[config.mk]
export PLATFORM = sky130hd
export DESIGN_NAME = obm_ram
export DESIGN_NICKNAME = d
export VERILOG_FILES = /design/src/design/obm_ram.sv
export SDC_FILE = /design/constraint.sdc
export NUM_CORES = 1
export LEC_CHECK = 0
export BUFFER_PORTS_ARGS = -buffer_cell sky130_fd_sc_hd__buf_2
export CORE_ASPECT_RATIO = 1.75
export CORE_MARGIN = 2
export CORE_UTILIZATION = 30
export DETAILED_ROUTE_END_ITERATION = 10
export SLEW_MARGIN = 5
export SYNTH_ARGS = -nofsm -noshare
export SYNTH_HDL_FRONTEND = slang
export SYNTH_SLANG_ARGS = --single-unit
[constraint.sdc]
create_clock -name aclk -period 5.25 [get_ports aclk]
set_input_delay 0.525 -clock aclk [delete_from_list [all_inputs] [get_ports aclk]]
set_output_delay 0.525 -clock aclk [all_outputs]
set_load 0.01 [all_outputs]
[src/design/obm_ram.sv]
// ----------------------------------------------------------------------------
// Order book matcher RAM
// Simple dual-port synchronous RAM: one write port, one read port with a
// registered read.
// ----------------------------------------------------------------------------
module obm_ram #(
    parameter int WIDTH = 8,
    parameter int DEPTH = 16
) (
    input  logic                     aclk,
    input  logic                     we,
    input  logic [$clog2(DEPTH)-1:0] waddr,
    input  logic [WIDTH-1:0]         wdata,
    input  logic [$clog2(DEPTH)-1:0] raddr,
    output logic [WIDTH-1:0]         rdata
);

    logic [WIDTH-1:0] mem [DEPTH];
    logic [WIDTH-1:0] rdata_reg;

    // Write port and registered read port.
    always_ff @(posedge aclk) begin
        if (we) begin
            mem[waddr] <= wdata;
        end
        rdata_reg <= mem[raddr];
    end

    assign rdata = rdata_reg;

endmodule

==> results of run 1 <==
metal layers:
metal / global-route usage / wire length [µm] / up-vias
met3: 0.0296 / 388 / 10
met4: 0.0713 / 152 / 0
met1: 0.127 / 3730 / 1254
li1: - / - / 1038
met5: 0 / 0 / -
met2: 0.215 / 6050 / 66
cell families after synthesis:
| group | Yosys count | share of synthesized area |
|---|---|---|
| buffers and inverters | 10 | 0.0168 |
| AO/OA/AOI/OAI | 16 | 0.0233 |
| flip-flops | 136 | 0.778 |
| AND/OR/NAND/NOR | 35 | 0.0318 |
| multiplexers | 32 | 0.150 |
per-stage QoR:
step                instances  setup WS, ns  hold WS (ns)  cell area [µm²]  total power [mW]
floorplan                 229          3.23         0.624             5150              1.31
global placement          472          2.70         0.647             5490              1.35
detailed placement        472          2.66         0.665             5490              1.36
CTS                       503          3.10         0.488             6070              2.52
global route              503          3.00         0.498             6080              2.57
finish                    503          3.22         0.492             6080              2.50
cells in the mapped netlist:
| library cell | number |
|---|---|
| edfxtp_1 | 128 |
| nor2_1 | 13 |
| mux4_2 | 18 |
| buf_2 | 3 |
| nand2b_1 | 2 |
| or3b_2 | 1 |
| and2_1 | 1 |
| nor3_1 | 4 |
| nand2_1 | 9 |
| nand3_1 | 1 |
| mux4_1 | 14 |
| nor2b_1 | 1 |
| nand3b_1 | 2 |
| a22oi_1 | 16 |
| buf_6 | 3 |
| clkdlybuf4s25_2 | 3 |
| and2b_1 | 1 |
| buf_4 | 1 |
| dfxtp_1 | 8 |
cell type report:
| class | count | area (µm²) | area share |
|---|---|---|---|
| tap | 227 | 284 | 0.0467 |
| clock inverter | 13 | 156 | 0.0257 |
| multi-input combinational | 83 | 1070 | 0.176 |
| timing repair buffer | 26 | 133 | 0.0218 |
| clock buffer | 18 | 429 | 0.0706 |
| sequential | 136 | 4000 | 0.659 |
power breakdown:
part / leakage (nW) / internal, mW / switching, mW
combinational: 0.479 / 0.0435 / 0.0659
clock: 0.285 / 0.740 / 0.430
sequential: 1.22 / 1.21 / 0.00729
total: 1.99 / 2.00 / 0.503
worst max-delay path: cells and delay by family:
family	cells	cell delay, ns
AO/OA/AOI/OAI	1	0.21
multiplexers	1	0.72
buffers and inverters	1	0.77
AND/OR/NAND/NOR	1	0.07
worst max path at each step:
stage | endpoint | from | cells after the start
2_1_floorplan | mem[0][0] | waddr[2] | 2
6_report | rdata[0] | raddr[0] | 4
3_5_place_dp | mem[0][3] | waddr[2] | 3
3_3_place_gp | rdata[1] | raddr[0] | 4
4_1_cts | mem[0][1] | waddr[2] | 3
5_1_grt | rdata[2] | raddr[0] | 4
==> results.env, run 1 <==
HPWLAFTERDP_UM=6830
WORST_HOLD_STARTPOINT='wdata[5]'
CRIT_SLOWEST_CELL='buf_2'
YOSYS_WARNINGS=0
NUMCLOCKSINKS=136
POSTLAYOUTCOREUTIL=0.360
NUMBER_OF_HOLD_VIOLATIONS_IN_THE_FINAL_REPORT=0
FIN_TNS_SETUP_NS=0
FP-ROW-COUNT=63
DRC_ERRORS=0
SYN-NUM-NETS=247
ROUTE.DETAILED.WL_PER_INST_UM=20.5
DRT_PASS1_ITERATIONS=4
POST_CTS_BUFFERS=0
POWER-PER-CELL-AREA_nW_PER_UM2=412
MAX-SLEW-MARGIN-REL=0.305
SLEW_VIOLATIONS=0
HOLDPATHSTAGES=1
GRT_MAX_DEGREE=33
HP-CLASS='primary input to register'
WORSTPATHCELLLIST='buf_2 -> mux4_1 -> a22oi_1 -> nand2_1'
POSTSYNTHCELLCOUNT=229
MAX_STAGE_DELAY_NS=0.77
GRT_FIRST_PASS_WIRELENGTH_UM=15400
NUMCTSBUFFERS=17
CTS-RESIZED-GATES=0
WORST_R2R_ENDPOINT='rdata[4]'
RR_STARTPOINT='mem[7][4]'
DRIVE_ABOVE_1_SHARE=0.283
WORST-ENDPOINT-REQUIRED_NS=5.55
DIODES=0
FF_TO_FF_SETUP_SLACK_NS=3.90
CLKLATENCYLATEPIN_NS=0.41
WORST-SETUP-PATH-TYPE='primary input to register'
WORST_R2R_PATH_DEPTH=3
ROUTE.ANTENNA.REMAINING_NETS=0
FINALCRITPERIODSHARE=0.386
FLOORPLAN.INITIALDENSITY=0.305
FINCLKSKEW_NS=0.0120
DIE_AREA_UM2=18300
VIASPERCELL=4.71
WORST-PATH-MAX-FANOUT=32
ANTENNA_FOUND_INITIAL=0
SYNTH_TOP_AREA_CELL='edfxtp_1'
AREA.GROWTH.SYNTH_TO_FINAL_PCT=18.1
TOP_LIBRARY_CELLS_BY_USAGE_IN_THE_LAYOUT_FILL_AND_TAPS_ASIDE='128 x edfxtp_1, 25 x buf_2, 18 x mux4_2'
TIMING.FINAL.CRIT_PERIOD_NS=2.03
ROUTED-VIA-COUNT=2368
STATUS='finished clean'
SYNTH_SEQUENTIAL_AREA_RATIO=0.778
WORST_EP_ARRIVAL_TIME_NS=2.33
PLACE.GP.CONGESTION=0.745
GLOBALROUTEOVERFLOWTOTAL=0
POST_SYNTH_MAIN_AREA_CONTRIBUTORS='edfxtp_1 75%, mux4_2 7.9%, mux4_1 7.1%, dfxtp_1 3.1%, a22oi_1 2.3%'
CTS.HTREE.LEVELS=4
FILLERS=1593
CORE_AREA_UM2=16900
CRIT_PATH_END_KIND='register'
FINALSETUPVIOLATIONS=0
DIE_HT_UM=177
IO_PINS=26
LAYOUT.NETS=282
SYNTH.AVG_CELL_AREA_UM2=22.5
FRACTION_OF_POST_SYNTHESIS_CELL_AREA_IN_THE_TOP_CELL_TYPE_BY_AREA=0.747
SYNTHDISTINCTLIBCELLS=19
GRTUSAGETOTAL=0.122
CLOCK_TREE.ROOT_CELL='clkbuf_16'
DRTITER0DRC=197
CLKSLEWWORSTSETUPHOLDPATHS_NS=0.06
PORTBUFFERS=25
LEAKAGE_nW=1.99
SYNTH.FF_LATCH_COUNT=136
RSZ0062_AT_GRT='false'
POST_CTS_HOLD_BUFFER_COUNT=0
TRITONCTS_CLOCK_TREE='done'
COMMONEST_NON_FILL_NON_TAP_CELL_IN_THE_LAYOUT='edfxtp_1'
MAX_CLOCK_FREQ_MHz=493
MAPPEDNETLISTAREA_UM2=5150
WORSTHOLDENDPOINT='mem[1][5]'
DETAIL_ROUTE.WIRELENGTH_UM=10300
TIMING.CRITICAL_PATH.FROM_TYPE='primary input'
DRV.MAX_CAP_VIOLATION_COUNT=0
CLOCK_PATH_BUFFERS=2
FLOORPLAN.DIE.WIDTH_UM=103
VIAS_IN_THE_FIRST_GLOBAL_ROUTE=2596
WORST_PIN_SLEW_NS=1.04
FLIP_FLOP_COUNT_OF_THE_LARGEST_REGISTER_AFTER_LAYOUT=128
VDD_DROP_MAX_mV=0.232
Note: power is estimated with default switching activity, not from simulation.
==> run 2, diff against run 1 <==
clock period = 1.9 ns   (was 5.25 ns; I/O delays follow)
==> results.env, run 2 (same netlist as run 1, synthesis figures left out) <==
FLOORPLAN.DIE.WIDTH_UM=103  # unchanged
P_SW_FRAC=0.197  # was 0.201
DETAIL_ROUTE.WIRELENGTH_UM=10500  # was 10300 µm
DRT_PASS1_ITERATIONS=4  # unchanged
TIMING.CRITICAL_PATH.FROM_TYPE='register'  # was primary input
VIASPERCELL=4.71  # about the same
FLIP_FLOP_COUNT_OF_THE_LARGEST_REGISTER_AFTER_LAYOUT=128  # unchanged
GRTUSAGETOTAL=0.127  # was 0.122
DRC_ERRORS=0  # unchanged
NUMCTSBUFFERS=17  # unchanged
ROUTE.DETAILED.WL_PER_INST_UM=20.1  # was 20.5 µm
LAYOUT.NETS=302  # was 282
FF_TO_FF_SETUP_SLACK_NS=0.43  # was 3.90 ns
VDD_DROP_MAX_mV=0.473  # was 0.232 mV
FLOORPLAN.INITIALDENSITY=0.305  # unchanged
TRITONCTS_CLOCK_TREE='done'  # unchanged
AREA.GROWTH.SYNTH_TO_FINAL_PCT=21.8  # was 18.1%
GLOBALROUTEOVERFLOWTOTAL=0  # unchanged
DIE_AREA_UM2=18300  # unchanged
ROUTED-VIA-COUNT=2467  # was 2368
CRIT_SLOWEST_CELL='mux4_1'  # was buf_2
HPWLAFTERDP_UM=7110  # was 6830 µm
MAX-SLEW-MARGIN-REL=0.718  # was 0.305
WORST_R2R_PATH_DEPTH=3  # unchanged
ANTENNA_FOUND_INITIAL=0  # unchanged
DRIVE_ABOVE_1_SHARE=0.320  # was 0.283
CLOCK_POWER_SHARE=0.478  # was 0.468
POWER.SEQUENTIAL.FRACTION=0.477  # was 0.488
DIE_HT_UM=177  # unchanged
FP-ROW-COUNT=63  # unchanged
CLOCK_TREE.ROOT_CELL='clkbuf_16'  # unchanged
WORST_PIN_SLEW_NS=0.423  # was 1.04 ns
COMMONEST_NON_FILL_NON_TAP_CELL_IN_THE_LAYOUT='edfxtp_1'  # unchanged
AREA_OF_ALL_PLACED_CELLS_WITHOUT_FILLERS_UM2=6270  # was 6080 µm²
DIODES=0  # unchanged
FIN_TNS_SETUP_NS=0  # unchanged
MAX_CLOCK_FREQ_MHz=681
DRV.MAX_CAP_VIOLATION_COUNT=0  # unchanged
WORST_EP_ARRIVAL_TIME_NS=1.77  # was 2.33 ns
CORE_AREA_UM2=16900  # unchanged
P_INT_mW=5.68  # was 2.00 mW
HP-CLASS='primary input to register'  # unchanged
VIAS_IN_THE_FIRST_GLOBAL_ROUTE=2650  # was 2596
P_COMB_FRAC=0.045  # was 0.044
POWER-PER-CELL-AREA_nW_PER_UM2=1130  # was 412 nW/µm²
CLKSLEWWORSTSETUPHOLDPATHS_NS=0.06  # about the same
WORST_R2R_ENDPOINT='rdata[0]'  # was rdata[4]
FILLERS=1545  # was 1593
POSTLAYOUTCOREUTIL=0.372  # was 0.360
CTS-RESIZED-GATES=0  # unchanged
TOP_LIBRARY_CELLS_BY_USAGE_IN_THE_LAYOUT_FILL_AND_TAPS_ASIDE='128 x edfxtp_1, 25 x buf_2, 19 x buf_4'  # was 128 x edfxtp_1, 25 x buf_2, 18 x mux4_2
PORTBUFFERS=25  # unchanged
WORST_HOLD_STARTPOINT='wdata[6]'  # was wdata[5]
CRITPATHTOPFAMILY='multiplexers'  # was buffers and inverters
ROUTE.ANTENNA.REMAINING_NETS=0  # unchanged
GRT_FIRST_PASS_WIRELENGTH_UM=15900  # was 15400 µm
SLEW_VIOLATIONS=0  # unchanged
TIMING.FINAL.CRIT_PERIOD_NS=1.47
MAX_STAGE_DELAY_NS=0.53  # was 0.77 ns
WORST-PATH-BUF-INV=0  # was 1
CLOCK_PATH_BUFFERS=2  # unchanged
POST_CTS_BUFFERS=0  # unchanged
IO_PINS=26  # unchanged
LEAKAGE_nW=2.10  # was 1.99 nW
WORSTPATHCELLLIST='mux4_1 -> a22oi_1 -> nand2_1'  # was buf_2 -> mux4_1 -> a22oi_1 -> nand2_1
FINCLKSKEW_NS=0.00964  # was 0.0120 ns
POST_CTS_HOLD_BUFFER_COUNT=0  # unchanged
MULTIINPUTGATEAREA_UM2=1060  # was 1070 µm²
NUMCLOCKSINKS=136  # unchanged
DRTITER0DRC=192  # was 197
CLKLATENCYLATEPIN_NS=0.42  # was 0.41 ns
SEQCELLAREA_UM2=4000  # unchanged
FINALSETUPVIOLATIONS=0  # unchanged
CTS.HTREE.LEVELS=4  # unchanged
STATUS='finished clean'  # unchanged
POSTPLACECELLAREA_UM2=5650  # was 5490 µm²
GRT_MAX_DEGREE=33  # unchanged
NUMBER_OF_HOLD_VIOLATIONS_IN_THE_FINAL_REPORT=0  # unchanged
WORST-ENDPOINT-REQUIRED_NS=2.20  # was 5.55 ns
FINALCRITPERIODSHARE=0.773
HOLDPATHSTAGES=1  # unchanged
RR_STARTPOINT='mem[1][0]'  # was mem[7][4]
CRIT_PATH_END_KIND='register'  # unchanged
WORST-PATH-MAX-FANOUT=1  # was 32
PLACE.GP.CONGESTION=0.744  # was 0.745
WORSTHOLDENDPOINT='mem[14][6]'  # was mem[1][5]
WORST-SETUP-PATH-TYPE='register to register'  # was primary input to register
RSZ0062_AT_GRT='false'  # unchanged
NET_LOAD_SWITCHING_POWER_mW=1.39  # was 0.503 mW
## run 2: through the flow
stage | hold slack (ns) | total power, mW | cells | worst slack, ns
detailed placement | 0.585 | 3.76 | 492 | 0.110
CTS | 0.149 | 7.14 | 524 | 0.416
global placement | 0.571 | 3.75 | 492 | 0.115
finish | 0.155 | 7.07 | 524 | 0.431
global route | 0.161 | 7.29 | 524 | 0.364
floorplan | 0.289 | 3.61 | 229 | 0.217
## run 2: cell type report
class                   instances  share of cell area
repair buffers                 46              0.0491
flip-flops and latches        136               0.639
clock buffers                  19              0.0691
multi-input cells              83               0.169
well taps                     227              0.0453
clock inverters                13              0.0289
## run 2: per-layer routing
| metal | GRT usage | part of all wire | up-vias |
|---|---|---|---|
| li1 | - | - | 1081 |
| met1 | 0.130 | 0.36 | 1280 |
| met2 | 0.228 | 0.57 | 86 |
| met3 | 0.0344 | 0.037 | 20 |
| met4 | 0.0647 | 0.033 | 0 |
| met5 | 0 | 0 | - |
## run 2: power groups by stage
stage / Combinational (mW) / Sequential, mW / Clock [mW]
2_1_floorplan: 0.170 / 3.44 / 0
3_3_place_gp: 0.318 / 3.44 / 0
3_5_place_dp: 0.325 / 3.44 / 0
4_1_cts: 0.326 / 3.38 / 3.43
5_1_grt: 0.348 / 3.38 / 3.56
6_report: 0.318 / 3.37 / 3.38
## run 2: worst max-delay path by stage
stage,cells after the start,slack (ns),from,endpoint
2_1_floorplan,2,0.22,waddr[2],mem[0][0]
3_3_place_gp,5,0.11,raddr[0],rdata[0]
3_5_place_dp,5,0.11,raddr[0],rdata[0]
4_1_cts,3,0.42,mem[0][0],rdata[0]
5_1_grt,3,0.36,mem[0][0],rdata[0]
6_report,3,0.43,mem[1][0],rdata[0]
==> run 3, diff against run 2 <==
clock period = 1.4 ns   (was 1.9 ns; I/O delays follow)
==> results.env, run 3 (same netlist as run 1, synthesis figures left out) <==
FP-ROW-COUNT=63  # unchanged
PLACE.GP.CONGESTION=0.757  # was 0.744
PORTBUFFERS=25  # unchanged
ROUTE.ANTENNA.REMAINING_NETS=0  # unchanged
NUMCTSBUFFERS=17  # unchanged
TIMING.CRITICAL_PATH.FROM_TYPE='register'  # unchanged
WORSTPATHCELLLIST='mux4_2 -> a22oi_2 -> nand2_1'  # was mux4_1 -> a22oi_1 -> nand2_1
VDD_DROP_MAX_mV=0.897  # was 0.473 mV
CLKLATENCYLATEPIN_NS=0.42  # about the same
FLOORPLAN.INITIALDENSITY=0.305  # unchanged
NUMCLOCKSINKS=136  # unchanged
VIASPERCELL=4.61  # was 4.71
DIODES=0  # unchanged
WORST-PATH-BUF-INV=0  # unchanged
ROUTED-VIA-COUNT=2464  # was 2467
GRT_FIRST_PASS_WIRELENGTH_UM=16100  # was 15900 µm
FLIP_FLOP_COUNT_OF_THE_LARGEST_REGISTER_AFTER_LAYOUT=128  # unchanged
CLOCK_PATH_BUFFERS=2  # unchanged
POSTPLACECELLAREA_UM2=5730  # was 5650 µm²
PLACE_WS_NS=-0.207  # was 0.110 ns
ROUTE.DETAILED.WL_PER_INST_UM=19.8  # was 20.1 µm
CORE_AREA_UM2=16900  # unchanged
DRC_ERRORS=0  # unchanged
FINALCRITPERIODSHARE=0.928  # was 0.773
LAYOUT.NETS=312  # was 302
WORST_EP_ARRIVAL_TIME_NS=1.60  # was 1.77 ns
IO_PINS=26  # unchanged
CLKSLEWWORSTSETUPHOLDPATHS_NS=0.06  # about the same
MAX_STAGE_DELAY_NS=0.51  # was 0.53 ns
DIE_HT_UM=177  # unchanged
SLEW_VIOLATIONS=0  # unchanged
GRTUSAGETOTAL=0.127  # about the same
DRT_PASS1_ITERATIONS=4  # unchanged
STATUS='finished clean'  # unchanged
DRTITER0DRC=230  # was 192
LEAKAGE_nW=2.12  # was 2.10 nW
TOP_LIBRARY_CELLS_BY_USAGE_IN_THE_LAYOUT_FILL_AND_TAPS_ASIDE='128 x edfxtp_1, 29 x buf_4, 25 x buf_2'  # was 128 x edfxtp_1, 25 x buf_2, 19 x buf_4
DRV.MAX_CAP_VIOLATION_COUNT=0  # unchanged
WORST_PIN_SLEW_NS=0.854  # was 0.423 ns
CRIT_PATH_END_KIND='register'  # unchanged
LAYOUT_SETUP_WS_NS=0.101  # was 0.431 ns
ANTENNA_FOUND_INITIAL=0  # unchanged
COMMONEST_NON_FILL_NON_TAP_CELL_IN_THE_LAYOUT='edfxtp_1'  # unchanged
FIN_CELLS=534  # was 524
HP-CLASS='primary input to register'  # unchanged
AREA.GROWTH.SYNTH_TO_FINAL_PCT=22.4  # was 21.8%
POWER-PER-CELL-AREA_nW_PER_UM2=1460  # was 1130 nW/µm²
HPWLAFTERDP_UM=7340  # was 7110 µm
CRITPATHTOPFAMILY='multiplexers'  # unchanged
DP.CELLS=502  # was 492
RSZ0062_AT_GRT='false'  # unchanged
CTS.HTREE.LEVELS=4  # unchanged
DRIVE_ABOVE_1_SHARE=0.371  # was 0.320
CRIT_SLOWEST_CELL='mux4_2'  # was mux4_1
DIE_AREA_UM2=18300  # unchanged
FINCLKSKEW_NS=0.00637  # was 0.00964 ns
WORST-SETUP-PATH-TYPE='register to register'  # unchanged
WORST-ENDPOINT-REQUIRED_NS=1.70  # was 2.20 ns
GRT_MAX_DEGREE=17  # was 33
TIMING.FINAL.CRIT_PERIOD_NS=1.30  # was 1.47 ns
VIAS_IN_THE_FIRST_GLOBAL_ROUTE=2650  # unchanged
TRITONCTS_CLOCK_TREE='done'  # unchanged
AREA_OF_ALL_PLACED_CELLS_WITHOUT_FILLERS_UM2=6300  # was 6270 µm²
POST_CTS_BUFFERS=0  # unchanged
DETAIL_ROUTE.WIRELENGTH_UM=10600  # was 10500 µm
MAX-SLEW-MARGIN-REL=0.429  # was 0.718
WORST-PATH-MAX-FANOUT=1  # unchanged
NUMBER_OF_HOLD_VIOLATIONS_IN_THE_FINAL_REPORT=0  # unchanged
CLOCK_TREE.ROOT_CELL='clkbuf_16'  # unchanged
FLOORPLAN.DIE.WIDTH_UM=103  # unchanged
MAX_CLOCK_FREQ_MHz=770  # was 681 MHz
GLOBALROUTEOVERFLOWTOTAL=0  # unchanged
FINALSETUPVIOLATIONS=0  # unchanged
[run 3: cell types whose count changed in the layout (fill, tap and decap cells not counted), moves of 4 or more]
cell,previous run,this run
a22oi_2,0,4
bufinv_16,4,0
buf_4,19,29
a22oi_1,16,12
inv_6,0,8
[run 3: power by group]
part / total [mW] / internal [mW] / switching (mW)
Clock: 4.14 / 2.33 / 1.81
Combinational: 0.460 / 0.204 / 0.256
Sequential: 4.58 / 4.55 / 0.0258
[run 3: final cells by class]
| class | count | area, µm² |
|---|---|---|
| fillers | 1566 | 10600 |
| repair buffers | 56 | 383 |
| flip-flops and latches | 136 | 4000 |
| clock buffers | 17 | 425 |
| clock inverters | 15 | 134 |
| multi-input cells | 83 | 1070 |
| well taps | 227 | 284 |
[run 3: metal layers]
| layer | share of wire | global-route usage | up-vias |
|---|---|---|---|
| li1 | - | - | 1107 |
| met1 | 0.38 | 0.138 | 1273 |
| met2 | 0.57 | 0.228 | 69 |
| met3 | 0.038 | 0.0312 | 15 |
| met4 | 0.018 | 0.0548 | 0 |
| met5 | 0 | 0 | - |
[run 3: worst paths after layout]
kind,start,to,slack (ns),cells after the start
setup / recovery,mem[2][3],rdata[3],0.10,3
hold / removal,wdata[0],mem[12][0],0.11,1
setup reg to reg,mem[2][3],rdata[3],0.10,3
hold reg to reg,mem[13][5],rdata[5],0.68,3
[run 3: repair_timing]
| item | CTS | global route |
|---|---|---|
| resized for setup | 0 | 7 |
| setup endpoints to repair | 0 | 4 |
| hold buffers | 0 | 0 |
[run 3: metrics by stage]
step	hold slack, ns	TNS (ns)	total power, mW	util
final	0.105	0	9.17	0.374
after global routing	0.0926	0	9.50	0.374
after CTS	0.0876	0	9.26	0.373
after detailed placement	0.536	-1.97	5.12	0.340
after global placement	0.523	-1.66	5.11	0.340
after floorplan	0.239	-0.147	4.90	-
